<file path="src/xpm_ram.sv">
// ----------------------------------------------------------------------------
// xpm_ram
// Simple dual-port synchronous RAM, one write and one registered read port.
// ----------------------------------------------------------------------------
module xpm_ram #(
    parameter int DEPTH = 64,
    parameter int WIDTH = 8,
    parameter int AW    = (DEPTH > 1) ? $clog2(DEPTH) : 1
) (
    input  logic             i_clk,
    input  logic             i_we,
    input  logic [AW-1:0]    i_waddr,
    input  logic [WIDTH-1:0] i_wdata,
    input  logic             i_re,
    input  logic [AW-1:0]    i_raddr,
    output logic [WIDTH-1:0] o_rdata
);

    logic [WIDTH-1:0] r_mem [DEPTH];
    logic [WIDTH-1:0] r_rdata;

    always_ff @(posedge i_clk) begin
        if (i_we) begin
            r_mem[i_waddr] <= i_wdata;
        end
        if (i_re) begin
            r_rdata <= r_mem[i_raddr];
        end
    end

    assign o_rdata = r_rdata;

endmodule

</file>
<file path="config.mk">
export PLATFORM = sky130hd
export DESIGN_NAME = xpm_ram
export DESIGN_NICKNAME = d
export VERILOG_FILES = /design/src/xpm_ram.sv
export SDC_FILE = /design/constraint.sdc
export NUM_CORES = 1
export LEC_CHECK = 0
export ABC_AREA = 0
export BUFFER_PORTS_ARGS = -buffer_cell sky130_fd_sc_hd__buf_4
export CAP_MARGIN = 20
export CORE_AREA = 2 2 180 182
export CTS_CLUSTER_DIAMETER = 40
export CTS_CLUSTER_SIZE = 24
export DETAILED_ROUTE_END_ITERATION = 10
export DIE_AREA = 0 0 182 184
export GPL_ROUTABILITY_DRIVEN = 0
export PLACE_DENSITY = 0.81
export SLEW_MARGIN = 20
export SYNTH_ARGS = -nofsm -noshare
export SYNTH_HDL_FRONTEND = slang
export SYNTH_SLANG_ARGS = --single-unit
export TNS_END_PERCENT = 5
</file>
<file path="constraint.sdc">
create_clock -name i_clk -period 3.6 [get_ports i_clk]
set_input_delay 0.18 -clock i_clk [delete_from_list [all_inputs] [get_ports i_clk]]
set_output_delay 0.18 -clock i_clk [all_outputs]
set_load 0.02 [all_outputs]
</file>
Word-level counts from Yosys, hierarchy flattened:

Memory sizes are Yosys's and may differ from the RTL's. A register that Yosys moved wholly into a read port is not among the register bits.
Index checks and enable logic that the tools add are counted.

* register bits: 0
* bits in latches: 0
* bits in writable memories: 512
* memory bits (read-only): 0
* bits of input ports: 23
* output and inout port bits: 8
* logic and storage cells: 3
* memories kept: 1

Memory list
* r_mem: words 64, width 8, read ports 1, clocked after memory_dff 1, write ports 1, RTL line 19 `logic [WIDTH-1:0] r_mem [DEPTH];`

* $add $sub $neg: 0
* multipliers: 0
* div/mod/pow operators: 0
* order comparisons: 0
* equal/unequal tests: 0
* shift operators: 0
* mux-type cells: 2
* bitwise gates (word level): 0
* reductions and logical operators: 0

Operators with widths (count)
* 1-bit two-way mux: 2

Logic depth before layout (Yosys ltp):

Gate-level depths: netlist of run 1.

* word-level depth: 2
* depth in mapped cells: 9
* depth with buffers taken out: 5

Least setup slack after synthesis of run 1:

No wires, ideal clock.

* path type: input-to-reg
* start: input i_raddr[1]
* end: register r_rdata[3], in the netlist o_rdata[3] (read register of r_mem), data pin
* library setup time: 0.266 ns
* data arrival time: 1.720 ns
* required time: 3.334 ns
* path slack: 1.614 ns
* stages on the path: 7
* path buffers: 3
* cell sequence: buf_4 -> buf_2 -> buf_2 -> mux4_2 -> mux4_2 -> o21ai_1 -> o41ai_1

RTL lines
* from (decl): RTL line 15 `input logic [AW-1:0] i_raddr,`
* to (decl): RTL line 20 `logic [WIDTH-1:0] r_rdata;`

==> results of run 1 <==
## critical path, cell delays in order
cell       delay [ns]
clkbuf_8         0.51
buf_4            0.29
buf_4            0.37
mux2i_1          0.35
a221oi_1         0.14
a221oi_1         0.50
o2bb2ai_1        0.18
## synth_stat cells (3+ instances only)
cell type,number
nand2b_1,7
mux4_2,126
nor3_1,7
buf_4,13
buf_2,11
clkbuf_1,17
nand3b_1,3
nand3_1,13
o221ai_1,8
mux2i_1,23
a21oi_1,3
nor2b_1,14
nand2_1,19
nor2_1,83
a211oi_1,4
buf_1,4
o2111ai_1,3
o2bb2ai_1,3
a22oi_1,3
edfxtp_1,520
mux2_2,13
o22ai_1,8
a221oi_1,6
buf_6,4
## how the worst max path moves through the flow
stage	to	startpoint	slack, ns
floorplan	o_rdata[3]$_DFFE_PP_	i_raddr[1]	1.61
global placement	o_rdata[6]$_DFFE_PP_	i_raddr[0]	0.84
detailed placement	o_rdata[6]$_DFFE_PP_	i_raddr[0]	0.77
CTS	o_rdata[6]$_DFFE_PP_	i_raddr[0]	1.32
global route	o_rdata[6]$_DFFE_PP_	i_raddr[0]	1.18
finish	o_rdata[1]$_DFFE_PP_	i_raddr[0]	1.32
## per-stage QoR
stage	cell area (um2)	hold slack (ns)	utilization	setup slack [ns]
after floorplan	20200	0.279	-	1.61
after global placement	20800	0.505	0.664	0.836
after detailed placement	20800	0.489	0.664	0.771
after CTS	22500	0.103	0.715	1.32
after global routing	22500	0.118	0.715	1.18
final	22500	0.120	0.715	1.32
## registers in the layout, summed over array words and instances (netlist names)
| register | cells |
|---|---|
| r_mem | 512 |
| o_rdata | 8 |
## power by group through the flow
stage,registers (W),clock network (W),logic (W)
after global routing,0.00673,0.00539,0.000663
after floorplan,0.00686,0,0.000357
after detailed placement,0.00686,0,0.000618
after CTS,0.00673,0.00515,0.000628
after global placement,0.00686,0,0.000600
final,0.00673,0.00512,0.000630
## what timing repair did
item,4_1_cts,5_1_grt
gates resized for setup,0,0
hold buffers,1,0
endpoints found under the hold margin,8,0
## layout make-up
type | count | area [um2] | area share
Multi-Input combinational cell | 369 | 4320 | 0.192
Timing Repair Buffer | 52 | 412 | 0.0183
Clock inverter | 37 | 402 | 0.0179
Antenna cell | 1 | 2.50 | 0.000111
Clock buffer | 49 | 1200 | 0.0537
Sequential cell | 520 | 15600 | 0.695
Tap cell | 402 | 503 | 0.0224
## per-layer routing
metal | track usage | vias to the layer above | part of all wire
met4 | 0.105 | 0 | 0.038
met5 | 0 | - | 0
met3 | 0.0573 | 125 | 0.11
li1 | - | 4041 | -
met2 | 0.431 | 740 | 0.48
met1 | 0.400 | 5189 | 0.38
## cells by family after synthesis
group | Yosys count | share of synthesized area
AO/OA/AOI/OAI | 54 | 0.0206
buffers and inverters | 51 | 0.0156
flip-flops | 520 | 0.771
multiplexers | 162 | 0.159
AND/OR/NAND/NOR | 153 | 0.0337
==> run_results.csv, run 1 <==
group,metric,value,unit
outcome,status,"complete, no violations",
grt,grt_start_max_net_pins,65,
clocking,insertion_delay,0.56,ns
placed_design,dp_cells,1342,
route,routed_wl,45000,um
floorplan,die_w,182,um
power,p_switching,0.00282,W
critical_path,critPathArrivalTime,2.57,ns
power,swShare,0.226,
route,drt-initial-drc-count,1432,
critical_path,start_kind,"input port",
timing,max_slew_margin,0.323,
final_layout,final_cell_mix,"edfxtp_1, mux4_2, nor2_1",
hold_path,hp-class,"in -> reg",
run,maxCapViolCount,0,
route,drt.antenna.violating_nets,0,
yosys,yosys_warnings,0,
final_layout,final_common_cell,"edfxtp_1",
critical_path,crit_type,"in -> reg",
route,first_pass_iters,7,
power,p_seq_frac,0.539,
floorplan,rows,65,
final_layout,finalNetCount,1013,
yosys,synth_top_cell_area_share,0.771,
grt,grt_pass1_wl,66200,um
grt,grt_overflow,0,
critical_path,required,3.89,ns
power,ir_drop,477,uV
route,drc_errors,0,
grt,first_global_vias,10027,
power,power_frac_comb,0.050,
critical_path,endpoint_kind,"register",
clocking,cts_made_buffers,47,
floorplan,start_util,0.645,
clocking,cts_setup_buffers,0,
power,power.density,556,nW/um2
yosys,ys_async_sr_fraction,0,
power,finalPower,0.0125,W
yosys,synth.distinct_cells,39,
timing,hold_viol,0,
yosys,ys.flop_type,"edfxtp_1",
critical_path,r2r_slack,1.40,ns
timing,layout_worst_path_cycle_share,0.633,
critical_path,worstReg2RegEnd,"o_rdata[2]$_DFFE_PP_",
route,viasPerCell,7.06,
power,p_clk_frac,0.411,
grt,grt_usage,0.277,
final_layout,area_growth,10.9,%
yosys,synth_area,20200,um2
power,p_int,0.00966,W
yosys,ys_seq_area_frac,0.771,
timing,drv_slew,0,
clocking,cts_root_buf,"clkbuf_16",
timing,min_period,2.28,ns
timing,timing.fmax,0.439,GHz
timing,skew,0.0134,ns
floorplan,boundaryPins,31,
hold_path,holdPathStages,3,
critical_path,reg2regPathDepth,5,
final_layout,final_cells,1430,
yosys,synth_nets,963,
yosys,ys_seq_elements,520,
clocking,cts.sinks,520,
hold_path,min_to,"o_rdata[0]$_DFFE_PP_",
clocking,clockBufferDepth,3,
placed_design,detailed_place_hpwl,25500,um
power,p_leak,6.99,nW
yosys,syn-instance-count,940,
clocking,tritoncts,"built",
grt,antenna_found_initial,0,
timing,finalSetupViolCount,0,
timing,rsz0062_at_grt,"false",
yosys,synth_top_cell_by_area,"edfxtp_1",
final_layout,fillers,1720,
critical_path,crit_fanout,53,
yosys,synth_edf_count,520,
route,drt-wirelength-per-cell,31.5,um
placed_design,port_buffers,30,
floorplan,dieHeight,184,um
final_layout,drive_above_1_share,0.267,
timing,fin_setup_tns,0,ns
critical_path,timing.rr.start,"r_mem[15][2]$_DFFE_PP_",
yosys,syn_avg_cell_area,21.5,um2
floorplan,die-area,33500,um2
yosys,synth_area_leaders,"edfxtp_1, mux4_2, nor2_1",
floorplan,coreArea,31400,um2
timing,worst_pin_slew,1.01,ns
hold_path,min-delay-start,"i_raddr[5]",
route,vias,10095,
clocking,clkSlewWorstSetupHoldPaths,0.07,ns
clocking,h-tree-depth,2,
Note: power is estimated with default switching activity, not from simulation.
==> inputs of run 2 (changes only) <==
--- a/config.mk
+++ b/config.mk
@@ -5,16 +5,16 @@
 export SDC_FILE = /design/constraint.sdc
 export NUM_CORES = 1
 export LEC_CHECK = 0
-export ABC_AREA = 0
+export ABC_AREA = 1
 export BUFFER_PORTS_ARGS = -buffer_cell sky130_fd_sc_hd__buf_4
 export CAP_MARGIN = 20
-export CORE_AREA = 2 2 180 182
+export CORE_AREA = 2 2 188 190
 export CTS_CLUSTER_DIAMETER = 40
 export CTS_CLUSTER_SIZE = 24
 export DETAILED_ROUTE_END_ITERATION = 10
-export DIE_AREA = 0 0 182 184
+export DIE_AREA = 0 0 190 192
 export GPL_ROUTABILITY_DRIVEN = 0
-export PLACE_DENSITY = 0.81
+export PLACE_DENSITY = 0.79
 export SLEW_MARGIN = 20
 export SYNTH_ARGS = -nofsm -noshare
 export SYNTH_HDL_FRONTEND = slang
==> constraint.sdc (replaced) <==
create_clock -name i_clk -period 2.27 [get_ports i_clk]
set_input_delay 0.1135 -clock i_clk [delete_from_list [all_inputs] [get_ports i_clk]]
set_output_delay 0.1135 -clock i_clk [all_outputs]
set_load 0.02 [all_outputs]
==> run_results.csv, run 2 <==
group,metric,value,unit
outcome,status,"complete, no violations",
critical_path,start_kind,"register",
yosys,synth_top_cell_by_area,"edfxtp_1",
critical_path,required,2.59,ns
route,drt-initial-drc-count,1902,
clocking,cts_made_buffers,56,
clocking,h-tree-depth,2,
placed_design,dp_cells,2276,
hold_path,hp-class,"in -> reg",
final_layout,area_growth,13.2,%
final_layout,n_antenna_cell,0,
route,drc_errors,0,
final_layout,top_register,"r_mem",
grt,antenna_found_initial,0,
floorplan,die_w,190,um
critical_path,worstReg2RegEnd,"o_rdata[3]$_DFFE_PP_",
grt,first_global_vias,14372,
clocking,cts_hold_buffers,2,
floorplan,die-area,36500,um2
timing,max_slew_margin,0.450,
grt,grt_overflow,0,
floorplan,coreArea,34300,um2
yosys,ys.flop_type,"edfxtp_1",
final_layout,drive_above_1_share,0.119,
timing,drv_slew,0,
timing,layout_worst_path_cycle_share,0.725,
yosys,synth_area,21400,um2
power,power.density,878,nW/um2
route,drt-wirelength-per-cell,22.1,um
yosys,synth_edf_count,520,
final_layout,fillers,2179,
route,routed_wl,52500,um
hold_path,min_to,"r_mem[50][2]$_DFFE_PP_",
power,swShare,0.233,
run,maxCapViolCount,0,
timing,hold_viol,0,
power,p_leak,8.91,nW
grt,grt_use_met1,0.400,
grt,gr-usage-met2,0.471,
route,drt.antenna.violating_nets,0,
power,ir_drop,658,uV
critical_path,r2r_slack,0.63,ns
final_layout,finalNetCount,1904,
route,viasPerCell,6.15,
yosys,yosys_warnings,0,
power,p_seq_frac,0.501,
timing,rsz0062_at_grt,"false",
placed_design,port_buffers,30,
yosys,synth.top_cells.by_count,"nand2_1, edfxtp_1, nand3_1",
placed_design,detailed_place_hpwl,29900,um
clocking,cts.sinks,520,
final_layout,final_common_cell,"nand2_1",
clocking,cts_root_buf,"clkbuf_16",
final_layout,largest_reg_flops,512,
power,p_int,0.0163,W
clocking,insertion_delay,0.59,ns
final_layout,final_cell_mix,"nand2_1, edfxtp_1, nand3_1",
yosys,synth_nets,1828,
yosys,synth.distinct_cells,15,
power,p_clk_frac,0.438,
power,power_frac_comb,0.060,
hold_path,holdPathStages,3,
timing,skew,0.0169,ns
timing,min_period,1.64,ns
hold_path,min-delay-start,"i_waddr[2]",
critical_path,reg2regPathDepth,8,
yosys,syn_avg_cell_area,11.9,um2
yosys,synth_area_leaders,"edfxtp_1, nand2_1, nand3_1",
clocking,clockBufferDepth,3,
floorplan,rows,68,
timing,finalSetupViolCount,0,
route,first_pass_iters,8,
yosys,ys_seq_elements,520,
grt,grt_usage,0.295,
clocking,tritoncts,"built",
clocking,cts_setup_buffers,0,
final_layout,fin_util,0.707,
floorplan,boundaryPins,31,
timing,timing.fmax,0.608,GHz
grt,busiest_layer,"met2",
yosys,syn-instance-count,1805,
critical_path,critPathArrivalTime,1.97,ns
critical_path,crit_fanout,1,
power,p_switching,0.00497,W
floorplan,start_util,0.625,
grt,grt_start_max_net_pins,77,
yosys,synth_top_cell_area_share,0.729,
yosys,ys_async_sr_fraction,0,
clocking,clkSlewWorstSetupHoldPaths,0.06,ns
timing,worst_pin_slew,0.824,ns
grt,grt_pass1_wl,81000,um
critical_path,crit_type,"reg -> reg",
route,vias,14648,
timing,fin_setup_tns,0,ns
clocking,ctsResizeCount,0,
yosys,yosysMostFrequentCell,"nand2_1",
floorplan,dieHeight,192,um
critical_path,endpoint_kind,"register",
grt,grt_use_met3,0.0537,
final_layout,final_cells,2380,
critical_path,timing.rr.start,"r_mem[23][3]$_DFFE_PP_",
yosys,ys_seq_area_frac,0.729,
## run 2: metrics by stage
stage,worst slack [ns],power (W),hold WS [ns],cell area [um2]
finish,0.625,0.0213,0.0880,24300
global route,0.590,0.0218,0.0915,24300
CTS,0.676,0.0213,0.0649,24300
detailed placement,0.278,0.0121,0.446,22300
global placement,0.282,0.0121,0.444,22300
floorplan,0.390,0.0116,0.212,21400
## run 2: critical path, cell delays in order, from the launching register on
cell and delay [ns]:
edfxtp_1 0.36, nand2_1 0.07, nand3_1 0.11, nand3_1 0.18, nand2_1 0.11, nand2_1 0.07
nand3_1 0.14, nand3_1 0.24, nand2_1 0.10
## run 2: power by group through the flow
stage	Sequential, W	Combinational [W]	Clock, W
2_1_floorplan	0.0109	0.000747	0
3_3_place_gp	0.0109	0.00121	0
3_5_place_dp	0.0109	0.00124	0
4_1_cts	0.0107	0.00126	0.00939
5_1_grt	0.0107	0.00138	0.00978
6_report	0.0107	0.00128	0.00933
## run 2: logic make-up (layout without fill, tap and decap cells)
group	after synthesis	after routing	share of synthesized area
buf+inv	125	245	0.0401
simple gates	1160	1160	0.231
flops	520	520	0.729
## run 2: cell type report
cell class	count	area (um2)	share of cell area
Clock buffer	59	1430	0.0591
Tap cell	455	569	0.0235
Clock inverter	43	505	0.0208
Sequential cell	520	15600	0.644
Timing Repair Buffer	131	1130	0.0466
Multi-Input combinational cell	1160	4950	0.204
Inverter	12	52.6	0.00217
## run 2: layer usage
metal	vias to the layer above	part of all wire
met2	885	0.48
met5	-	0
met3	163	0.10
met1	7079	0.38
met4	0	0.046
li1	6521	-
## run 2: how the worst max path moves through the flow
stage               depth (start not counted)              startpoint  slack (ns)                endpoint
finish                                      8  r_mem[23][3]$_DFFE_PP_        0.63    o_rdata[3]$_DFFE_PP_
global route                                8  r_mem[21][4]$_DFFE_PP_        0.59    o_rdata[4]$_DFFE_PP_
CTS                                         8  r_mem[23][3]$_DFFE_PP_        0.68    o_rdata[3]$_DFFE_PP_
detailed placement                         10              i_raddr[0]        0.28    o_rdata[3]$_DFFE_PP_
global placement                           10              i_raddr[0]        0.28    o_rdata[3]$_DFFE_PP_
floorplan                                   3                    i_we        0.39  r_mem[48][0]$_DFFE_PP_
==> inputs of run 3 (changes only) <==
--- a/config.mk
+++ b/config.mk
@@ -8,13 +8,13 @@
 export ABC_AREA = 1
 export BUFFER_PORTS_ARGS = -buffer_cell sky130_fd_sc_hd__buf_4
 export CAP_MARGIN = 20
-export CORE_AREA = 2 2 188 190
+export CORE_AREA = 2 2 197 199
 export CTS_CLUSTER_DIAMETER = 40
 export CTS_CLUSTER_SIZE = 24
 export DETAILED_ROUTE_END_ITERATION = 10
-export DIE_AREA = 0 0 190 192
+export DIE_AREA = 0 0 199 201
 export GPL_ROUTABILITY_DRIVEN = 0
-export PLACE_DENSITY = 0.79
+export PLACE_DENSITY = 0.76
 export SLEW_MARGIN = 20
 export SYNTH_ARGS = -nofsm -noshare
 export SYNTH_HDL_FRONTEND = slang
==> constraint.sdc (replaced) <==
create_clock -name i_clk -period 1.45 [get_ports i_clk]
set_input_delay 0.0725 -clock i_clk [delete_from_list [all_inputs] [get_ports i_clk]]
set_output_delay 0.0725 -clock i_clk [all_outputs]
set_load 0.02 [all_outputs]
==> run_results.csv, run 3 (synthesis results as in run 2) <==
group,metric,value,unit
critical_path,critPathBufInv,0,
route,drt.antenna.violating_nets,0,
clocking,tritoncts,"built",
critical_path,required,1.79,ns
timing,worst_pin_slew,0.847,ns
floorplan,die_w,199,um
run,maxCapViolCount,0,
route,routed_wl,53800,um
final_layout,finalNetCount,1964,
floorplan,die-area,40000,um2
route,first_pass_iters,6,
grt,grt_usage,0.272,
route,viasPerCell,5.88,
clocking,cts_setup_buffers,0,
hold_path,hp-class,"in -> reg",
critical_path,cp.depth,8,
power,p_leak,9.31,nW
route,drt-initial-drc-count,1823,
timing,max_slew_margin,0.435,
clocking,cts.sinks,520,
critical_path,r2r_slack,0.007,ns
final_layout,fin_util,0.660,
floorplan,start_util,0.562,
final_layout,drive_above_1_share,0.160,
clocking,clockBufferDepth,3,
timing,drv_slew,0,
timing,hold_viol,0,
grt,grt_start_max_net_pins,90,
final_layout,design_area,25200,um2
clocking,cts_root_buf,"clkbuf_16",
timing,layout_worst_path_cycle_share,0.995,
floorplan,rows,72,
final_layout,area_growth,17.4,%
route,drc_errors,0,
power,power_frac_comb,0.066,
critical_path,crit_fanout,1,
clocking,cts_made_buffers,58,
grt,first_global_vias,14425,
final_layout,n_antenna_cell,0,
floorplan,boundaryPins,31,
floorplan,dieHeight,201,um
critical_path,crit_family,"simple AND/OR/NAND/NOR gates",
clocking,clkSlewWorstSetupHoldPaths,0.06,ns
power,power.density,1340,nW/um2
placed_design,detailed_place_hpwl,32000,um
final_layout,largest_reg_flops,512,
hold_path,min_to,"r_mem[49][3]$_DFFE_PP_",
critical_path,critPathArrivalTime,1.78,ns
final_layout,top_register,"r_mem",
placed_design,port_buffers,30,
timing,timing.fmax,0.693,GHz
power,p_int,0.0258,W
timing,finalSetupViolCount,0,
power,ir_drop,1080,uV
route,vias,14740,
hold_path,holdPathStages,3,
critical_path,timing.rr.start,"r_mem[30][1]$_DFFE_PP_",
final_layout,final_common_cell,"nand2_1",
power,p_switching,0.00799,W
critical_path,worstReg2RegEnd,"o_rdata[1]$_DFFE_PP_",
critical_path,crit_chain,"nand2_1, nand3_1, nand3_1, nand2_1, nand2_1, nand3_2, nand3_2, nand2_1",
placed_design,dpl-instance-area,23000,um2
grt,antenna_found_initial,0,
critical_path,crit_type,"reg -> reg",
timing,skew,0.0183,ns
grt,grt_overflow,0,
grt,grt_pass1_wl,81600,um
critical_path,start_kind,"register",
power,p_clk_frac,0.439,
clocking,h-tree-depth,2,
critical_path,critPathSlowestCell,"edfxtp_1",
final_layout,fillers,2634,
final_layout,final_cell_mix,"nand2_1, edfxtp_1, nand3_1",
power,swShare,0.237,
hold_path,min-delay-start,"i_waddr[2]",
clocking,insertion_delay,0.62,ns
critical_path,reg2regPathDepth,8,
outcome,status,"complete, no violations",
critical_path,crit_top_cell,"nand2_1",
critical_path,endpoint_kind,"register",
floorplan,coreArea,38100,um2
power,p_seq_frac,0.495,
route,drt-wirelength-per-cell,21.4,um
critical_path,slowest_delay,0.37,ns
timing,min_period,1.44,ns
## run 3: cell count changes in the layout (fill, tap and decap cells not counted), sizes merged
cell	before	now
clkbuf	59	61
buf	129	185
dlygate4sd3	2	4
clkinv	17	18
bufinv	5	4
inv	27	31
clkinvlp	6	7
## run 3: layer usage
metal,share of wire,vias up,GRT usage
met3,0.10,148,0.0533
met5,0,-,0
li1,-,6651,-
met4,0.041,0,0.107
met1,0.37,7088,0.366
met2,0.49,853,0.441
## run 3: cell type report
cell class | instances | area, um2 | share of cell area
clock buffer | 61 | 1480 | 0.0590
multi-input combinational | 1160 | 5120 | 0.204
inverter | 12 | 52.6 | 0.00209
tap | 518 | 648 | 0.0258
timing repair buffer | 189 | 1750 | 0.0694
clock inverter | 48 | 488 | 0.0194
sequential | 520 | 15600 | 0.621
## run 3: stage by stage
| stage | setup TNS, ns | hold WS [ns] | total power, W | setup WS (ns) | cells |
|---|---|---|---|---|---|
| finish | 0 | 0.0425 | 0.0338 | 0.00737 | 2508 |
| global route | -0.0553 | 0.0326 | 0.0347 | -0.0314 | 2508 |
| detailed placement | -1.45 | 0.434 | 0.0192 | -0.299 | 2395 |
| CTS | 0 | 0.0140 | 0.0338 | 0.00213 | 2508 |
| global placement | -1.32 | 0.428 | 0.0191 | -0.287 | 2395 |
| floorplan | -54.75 | 0.171 | 0.0182 | -0.225 | 1805 |
## run 3: worst max path at each step
stage / startpoint / end / slack, ns
after floorplan: i_we / r_mem[52][0]$_DFFE_PP_ / -0.22
after global placement: i_raddr[1] / o_rdata[1]$_DFFE_PP_ / -0.29
after CTS: r_mem[22][1]$_DFFE_PP_ / o_rdata[1]$_DFFE_PP_ / 0.002
final: r_mem[30][1]$_DFFE_PP_ / o_rdata[1]$_DFFE_PP_ / 0.007
after global routing: r_mem[1][1]$_DFFE_PP_ / o_rdata[1]$_DFFE_PP_ / -0.03
after detailed placement: i_raddr[1] / o_rdata[0]$_DFFE_PP_ / -0.30
## run 3: repair_timing
| item | CTS | global route |
|---|---|---|
| hold buffers | 4 | 0 |
| resized for setup | 2 | 23 |
| pin swaps | 1 | 4 |
| endpoints found under the setup margin | 2 | 6 |
| cloned | 0 | 0 |
| endpoints found under the hold margin | 80 | 0 |
## run 3: tightest hold or removal path, stage by stage
cell and delay, ns:
buf_4 0.16, nor4_2 0.06, buf_4 0.17
## run 3: power by group through the flow
stage / clock network, W / registers, W / logic [W]
6_report: 0.0148 / 0.0167 / 0.00223
4_1_cts: 0.0150 / 0.0167 / 0.00216
3_3_place_gp: 0 / 0.0170 / 0.00208
5_1_grt: 0.0156 / 0.0167 / 0.00240
2_1_floorplan: 0 / 0.0170 / 0.00118
3_5_place_dp: 0 / 0.0170 / 0.00213
